File: config.mk
export PLATFORM = sky130hd
export DESIGN_NAME = palr_ctrl
export DESIGN_NICKNAME = d
export VERILOG_FILES = /design/src/hw/rtl/palr_pkg.sv /design/src/hw/rtl/palr_ctrl.sv
export SDC_FILE = /design/constraint.sdc
export NUM_CORES = 1
export LEC_CHECK = 0
export ABC_AREA = 1
export ABC_CLOCK_PERIOD_IN_PS = 3100
export BUFFER_PORTS_ARGS = -buffer_cell sky130_fd_sc_hd__buf_4
export CAP_MARGIN = 20
export CORE_AREA = 2 2 52 54
export DETAILED_ROUTE_END_ITERATION = 10
export DIE_AREA = 0 0 54 56
export PLACE_DENSITY_LB_ADDON = 0.12
export SYNTH_ARGS = -nofsm -noshare
export SYNTH_HDL_FRONTEND = slang
export SYNTH_SLANG_ARGS = --single-unit
File: constraint.sdc
create_clock -name clk_i -period 3.1 [get_ports clk_i]
set_input_delay 0.155 -clock clk_i [delete_from_list [all_inputs] [get_ports clk_i]]
set_output_delay 0.155 -clock clk_i [all_outputs]
set_load 0.05 [all_outputs]
File: src/hw/rtl/palr_pkg.sv
package palr_pkg;

  // path limits and default spacing
  localparam int unsigned MaxSamplesPerSeg = 62;
  localparam logic [15:0] SpacingReset     = 16'd3277;
  localparam int unsigned CordicSteps      = 24;

  // result status codes
  typedef enum logic [1:0] {
    STATUS_OK         = 2'd0,
    STATUS_DEGENERATE = 2'd1,
    STATUS_TOO_LONG   = 2'd2
  } status_e;

  // shared multi-cycle arithmetic unit operations
  typedef enum logic [1:0] {
    ARITH_MUL,
    ARITH_DIV,
    ARITH_SQRT
  } arith_op_e;

  // coordinate under interpolation
  typedef enum logic [1:0] {
    COORD_X,
    COORD_Y,
    COORD_Z
  } coord_e;

  // far end of the heading chord
  typedef enum logic {
    CHORD_SAMPLE,
    CHORD_VERTEX
  } chord_e;

  // datapath micro-operations
  typedef enum logic [4:0] {
    DP_NOP,
    DP_LATCH,
    DP_INIT_PATH,
    DP_CLEAR,
    DP_MUL_XX,
    DP_CAP_XX,
    DP_MUL_YY,
    DP_SQRT,
    DP_CAP_LEN,
    DP_MUL_D,
    DP_DIV,
    DP_CAP_Q,
    DP_CORDIC,
    DP_FLUSH_OUT,
    DP_PUSH,
    DP_SEG_END,
    DP_PREV,
    DP_OUT_DEGEN,
    DP_OUT_TOOLONG,
    DP_OUT_LAST
  } dp_op_e;

  typedef struct packed {
    dp_op_e op;
    coord_e coord;
    chord_e chord;
  } dp_cmd_t;

  typedef struct packed {
    logic started;
    logic abandoned;
    logic in_last;
    logic arith_done;
    logic cordic_done;
    logic len_zero;
    logic too_long;
    logic s_below_len;
    logic pend_valid;
    logic pend_first;
    logic pend_match;
    logic arc_zero;
    logic out_free;
  } dp_sts_t;

  // arctangent of 2^-i, 2^32 per turn
  function automatic logic [31:0] atan_entry(logic [4:0] idx);
    logic [31:0] v;
    unique case (idx)
      5'd0:  v = 32'h20000000;
      5'd1:  v = 32'h12E4051E;
      5'd2:  v = 32'h09FB385B;
      5'd3:  v = 32'h051111D4;
      5'd4:  v = 32'h028B0D43;
      5'd5:  v = 32'h0145D7E1;
      5'd6:  v = 32'h00A2F61E;
      5'd7:  v = 32'h00517C55;
      5'd8:  v = 32'h0028BE53;
      5'd9:  v = 32'h00145F2F;
      5'd10: v = 32'h000A2F98;
      5'd11: v = 32'h000517CC;
      5'd12: v = 32'h00028BE6;
      5'd13: v = 32'h000145F3;
      5'd14: v = 32'h0000A2FA;
      5'd15: v = 32'h0000517D;
      5'd16: v = 32'h000028BE;
      5'd17: v = 32'h0000145F;
      5'd18: v = 32'h00000A30;
      5'd19: v = 32'h00000518;
      5'd20: v = 32'h0000028C;
      5'd21: v = 32'h00000146;
      5'd22: v = 32'h000000A3;
      5'd23: v = 32'h00000051;
      default: v = 32'h0;
    endcase
    return v;
  endfunction

endpackage

File: src/hw/rtl/palr_ctrl.sv
module palr_ctrl (
  input  logic              clk_i,
  input  logic              rst_ni,
  input  logic              in_valid_i,
  output logic              in_ready_o,
  input  palr_pkg::dp_sts_t sts_i,
  output palr_pkg::dp_cmd_t cmd_o
);

  typedef enum logic [4:0] {
    S_IDLE,
    S_DISPATCH,
    S_W_XX,
    S_M_YY,
    S_W_YY,
    S_SQRT_GO,
    S_W_SQ,
    S_CHECK,
    S_TOOLONG,
    S_LOOP,
    S_MUL_D,
    S_W_MD,
    S_DIV_GO,
    S_W_DV,
    S_FLUSH_CHK,
    S_COR_GO,
    S_W_COR,
    S_FLUSH_OUT,
    S_PUSH,
    S_SEG_END,
    S_PREV,
    S_LAST_CHK,
    S_LAST_OUT,
    S_DEGEN
  } ctrl_state_e;

  ctrl_state_e      state_q, state_d;
  palr_pkg::coord_e coord_q, coord_d;
  logic             last_phase_q, last_phase_d;

  assign in_ready_o = (state_q == S_IDLE);

  // next state and datapath command
  always_comb begin
    state_d      = state_q;
    coord_d      = coord_q;
    last_phase_d = last_phase_q;
    cmd_o.op     = palr_pkg::DP_NOP;
    cmd_o.coord  = coord_q;
    cmd_o.chord  = last_phase_q ? palr_pkg::CHORD_VERTEX : palr_pkg::CHORD_SAMPLE;
    unique case (state_q)
      S_IDLE: begin
        if (in_valid_i) begin
          cmd_o.op = palr_pkg::DP_LATCH;
          state_d  = S_DISPATCH;
        end
      end
      S_DISPATCH: begin
        last_phase_d = 1'b0;
        if (sts_i.abandoned) begin
          if (sts_i.in_last) begin
            cmd_o.op = palr_pkg::DP_CLEAR;
          end
          state_d = S_IDLE;
        end else if (!sts_i.started) begin
          if (sts_i.in_last) begin
            state_d = S_DEGEN;
          end else begin
            cmd_o.op = palr_pkg::DP_INIT_PATH;
            state_d  = S_IDLE;
          end
        end else begin
          cmd_o.op = palr_pkg::DP_MUL_XX;
          state_d  = S_W_XX;
        end
      end
      S_W_XX: begin
        if (sts_i.arith_done) begin
          cmd_o.op = palr_pkg::DP_CAP_XX;
          state_d  = S_M_YY;
        end
      end
      S_M_YY: begin
        cmd_o.op = palr_pkg::DP_MUL_YY;
        state_d  = S_W_YY;
      end
      S_W_YY: begin
        if (sts_i.arith_done) begin
          state_d = S_SQRT_GO;
        end
      end
      S_SQRT_GO: begin
        cmd_o.op = palr_pkg::DP_SQRT;
        state_d  = S_W_SQ;
      end
      S_W_SQ: begin
        if (sts_i.arith_done) begin
          cmd_o.op = palr_pkg::DP_CAP_LEN;
          state_d  = S_CHECK;
        end
      end
      S_CHECK: begin
        priority if (sts_i.len_zero) begin
          state_d = S_PREV;
        end else if (sts_i.too_long) begin
          state_d = S_TOOLONG;
        end else begin
          state_d = S_LOOP;
        end
      end
      S_TOOLONG: begin
        if (sts_i.out_free) begin
          cmd_o.op = palr_pkg::DP_OUT_TOOLONG;
          state_d  = S_IDLE;
        end
      end
      S_LOOP: begin
        coord_d = palr_pkg::COORD_X;
        state_d = sts_i.s_below_len ? S_MUL_D : S_SEG_END;
      end
      S_MUL_D: begin
        cmd_o.op = palr_pkg::DP_MUL_D;
        state_d  = S_W_MD;
      end
      S_W_MD: begin
        if (sts_i.arith_done) begin
          state_d = S_DIV_GO;
        end
      end
      S_DIV_GO: begin
        cmd_o.op = palr_pkg::DP_DIV;
        state_d  = S_W_DV;
      end
      S_W_DV: begin
        if (sts_i.arith_done) begin
          cmd_o.op = palr_pkg::DP_CAP_Q;
          unique case (coord_q)
            palr_pkg::COORD_X: begin coord_d = palr_pkg::COORD_Y; state_d = S_MUL_D; end
            palr_pkg::COORD_Y: begin coord_d = palr_pkg::COORD_Z; state_d = S_MUL_D; end
            default:           state_d = S_FLUSH_CHK;
          endcase
        end
      end
      S_FLUSH_CHK: begin
        priority if (!sts_i.pend_valid) begin
          state_d = S_PUSH;
        end else if (sts_i.pend_first) begin
          state_d = S_FLUSH_OUT;
        end else begin
          state_d = S_COR_GO;
        end
      end
      S_COR_GO: begin
        cmd_o.op = palr_pkg::DP_CORDIC;
        state_d  = S_W_COR;
      end
      S_W_COR: begin
        if (sts_i.cordic_done) begin
          state_d = S_FLUSH_OUT;
        end
      end
      S_FLUSH_OUT: begin
        if (sts_i.out_free) begin
          cmd_o.op = palr_pkg::DP_FLUSH_OUT;
          state_d  = last_phase_q ? S_LAST_OUT : S_PUSH;
        end
      end
      S_PUSH: begin
        cmd_o.op = palr_pkg::DP_PUSH;
        state_d  = S_LOOP;
      end
      S_SEG_END: begin
        cmd_o.op = palr_pkg::DP_SEG_END;
        state_d  = S_PREV;
      end
      S_PREV: begin
        cmd_o.op = palr_pkg::DP_PREV;
        state_d  = sts_i.in_last ? S_LAST_CHK : S_IDLE;
      end
      S_LAST_CHK: begin
        priority if (sts_i.arc_zero) begin
          state_d = S_DEGEN;
        end else if (sts_i.pend_valid && !sts_i.pend_match) begin
          last_phase_d = 1'b1;
          state_d      = S_FLUSH_CHK;
        end else begin
          state_d = S_LAST_OUT;
        end
      end
      S_LAST_OUT: begin
        if (sts_i.out_free) begin
          cmd_o.op = palr_pkg::DP_OUT_LAST;
          state_d  = S_IDLE;
        end
      end
      S_DEGEN: begin
        if (sts_i.out_free) begin
          cmd_o.op = palr_pkg::DP_OUT_DEGEN;
          state_d  = S_IDLE;
        end
      end
      default: state_d = S_IDLE;
    endcase
  end

  // state registers
  always_ff @(posedge clk_i or negedge rst_ni) begin
    if (!rst_ni) begin
      state_q      <= S_IDLE;
      coord_q      <= palr_pkg::COORD_X;
      last_phase_q <= 1'b0;
    end else begin
      state_q      <= state_d;
      coord_q      <= coord_d;
      last_phase_q <= last_phase_d;
    end
  end

endmodule

==> results.toml <==
[clock_tree]
path_clk_slew_ns = 0.05
cts_made_buffers = 3
cts_root_buf = "clkbuf_4"
cts_tree = "done"
clock_path_buffers = 2
clock-sinks = 8
h-tree-depth = 1
clock_latency_ns = 0.25
post_cts_resized = 0

[floorplan]
die-width_um = 54
start_util_pct = 48.82
pin_count = 25
die_h_um = 56
row_count = 18
core-area_um2 = 2432
design.die.area_um2 = 3024

[placed_design]
dp_slack_ns = 1.089
port_buffers = 24
dp_hpwl_um = 3110
gp_congestion = 0.9873

[logic_synthesis]
ys.flop_type = "dfrtp_1"
synth.area.top_cells = "nand2_1, dfrtp_1, nand3_1, nor2_1, nand4_1"
synth_seq_cells = 8
yosysMostFrequentCell = "nand2_1"
netlist_area_um2 = 1187
netlist-cell-type-count = 28
syn_nets = 228
syn_avg_cell_area_um2 = 5.601
async_flop_share_pct = 100.0
synth_top_cell_by_area = "nand2_1"
synth.top_cell.area_share_pct = 22.44
yosysSeqAreaShare_pct = 16.86
synth_edf_count = 0
netlist_instances = 212
ys_warn_count = 0
ys_top_cells_by_count = "nand2_1, nand3_1, nor2_1"

[grt]
grt_max_degree = 22
grt_overflow = 0
grt_pass1_wl_um = 6251
grt.total_usage_pct = 27.31
antenna_found_initial = 0
first_global_vias = 1412

[pwr]
ir_drop_v = 0.0008059
powerDensity_nw_per_um2 = 952.6
p_leak_nw = 0.8037

[sta]
drv_slew = 0
final.min_clock_period_ns = 2.319
fin_worst_skew_ns = 0.001223
tightest_slew_ns = 0.8145
timing_hold_violations_final = 0
finalSetupViolCount = 0
whs_ns = 0.2334
setup_tns_ns = 0
fin_ws_ns = 0.7811
maxSlewHeadroom_pct = 45.70
fmax_mhz = 431.2
rsz0062_at_grt = "no"
fin_crit_sh_pct = 74.80

[routing]
drtIter0Drc = 71
routedWlPerCell_um = 14.79
vias_per_cell = 5.745
drt_drc_violations_left = 0
wl_um = 3889
drt-pass1-iter-count = 4
ant_nets = 0
num_vias = 1511

[worst_setup_path]
cp_data_arrival_time_ns = 2.16
start_kind = "register"
r2r_end = "state_q[4]$_DFFE_PN0P_"
end_kind = "output pin"
crit-reg2reg-launch = "state_q[4]$_DFFE_PN0P_"
path_max_fanout = 21
setup.worst_path.start = "state_q[4]$_DFFE_PN0P_"
crit_type = "reg -> out"
reg2reg_depth = 7
r2r_slack_ns = 1.20
required_ns = 2.94
worstSetupEndpoint = "cmd_o[4]"

[layout]
layout.nets = 251
diodes = 0
drive_above_1_share_pct = 21.46
syn2layout_area_growth_pct = 15.38
num-fill-cells = 273

[hold_path]
min_from = "sts_i[2]"
hold_path_class = "in -> reg"

[job]
maxCapViolCount = 0

[status]
status = "finished, final reports clean"
## worst max-delay path: stages (launching register included)
cell,delay (ns)
dfrtp_1,0.87
nor2_2,0.20
nand2_1,0.20
nand2_1,0.11
nor3_1,0.21
nand4_1,0.11
buf_4,0.21
## sequential cells by signal, indices dropped and copies added (netlist names)
register	cells
last_phase_q	1
state_q	5
coord_q	2
## worst min-delay path by stage
| stage | endpoint | depth (start not counted) |
|---|---|---|
| 6_report | last_phase_q$_DFFE_PN0P_ | 4 |
| 5_1_grt | state_q[3]$_DFFE_PN0P_ | 2 |
| 4_1_cts | last_phase_q$_DFFE_PN0P_ | 4 |
| 3_5_place_dp | last_phase_q$_DFFE_PN0P_ | 1 |
| 3_3_place_gp | state_q[3]$_DFFE_PN0P_ | 1 |
| 2_1_floorplan | coord_q[0]$_DFFE_PN0P_ | 0 |
## routing by layer
metal,wire [um],vias to the layer above,track usage (%)
met2,1818,74,39.37
li1,-,735,-
met3,338,6,6.989
met5,0,-,0
met4,49,0,12.14
met1,1684,696,37.42
## area by class of cell
cell class / instances / area (um2) / area share, %
Tap cell: 30 / 37.54 / 2.740
Inverter: 20 / 80.08 / 5.845
Timing Repair Buffer: 25 / 190.2 / 13.88
Clock buffer: 3 / 22.52 / 1.644
Sequential cell: 8 / 200.2 / 14.61
Multi-Input combinational cell: 177 / 839.6 / 61.28
## stage by stage
stage	utilization (%)	power (mW)	instance area, um2	std cells
floorplan	-	0.9984	1187	212
global placement	54.99	1.210	1338	259
detailed placement	54.99	1.205	1338	259
CTS	56.33	1.288	1370	263
global route	56.33	1.401	1370	263
finish	56.33	1.305	1370	263
## placed cells by master, fill, tap and decap left out
cell	count
inv_1	15
o21ai_2	1
nand2_2	4
a21oi_2	1
o311ai_0	1
nor3b_1	2
inv_2	3
a211oi_1	1
or2_2	1
nor2_2	8
dlygate4sd3_1	1
nor3_1	3
o21ai_0	3
inv_4	2
nand3_1	29
o211ai_1	1
and3_1	1
buf_4	24
o21ai_1	3
a21oi_1	4
nor2_4	1
nor2_1	27
nand3b_1	1
clkbuf_4	3
nand4_1	11
o211a_1	1
nand2_1	71
dfrtp_1	8
nand3_2	2
## repair_timing
action	in CTS	in global routing
endpoints found under the setup margin	0	0
buffers inserted	0	0
hold endpoints to repair	8	0
hold buffers	1	0
## power breakdown
group	leakage (nW)	internal, mW	total [mW]	switching (mW)
clock	0.0138	0.0443	0.0801	0.0358
combinational	0.683	0.289	1.01	0.719
sequential	0.107	0.136	0.217	0.0805
## cells by family (layout without fill, tap and decap cells)
logic type	count (synthesis)	after routing	synth area share (%)
DFF	8	8	16.86
and+or+nand+nor	161	161	62.17
buffers and inverters	27	48	12.43
AOI/OAI and AO/OA	16	16	8.536
(Power assumes the default switching activity.)
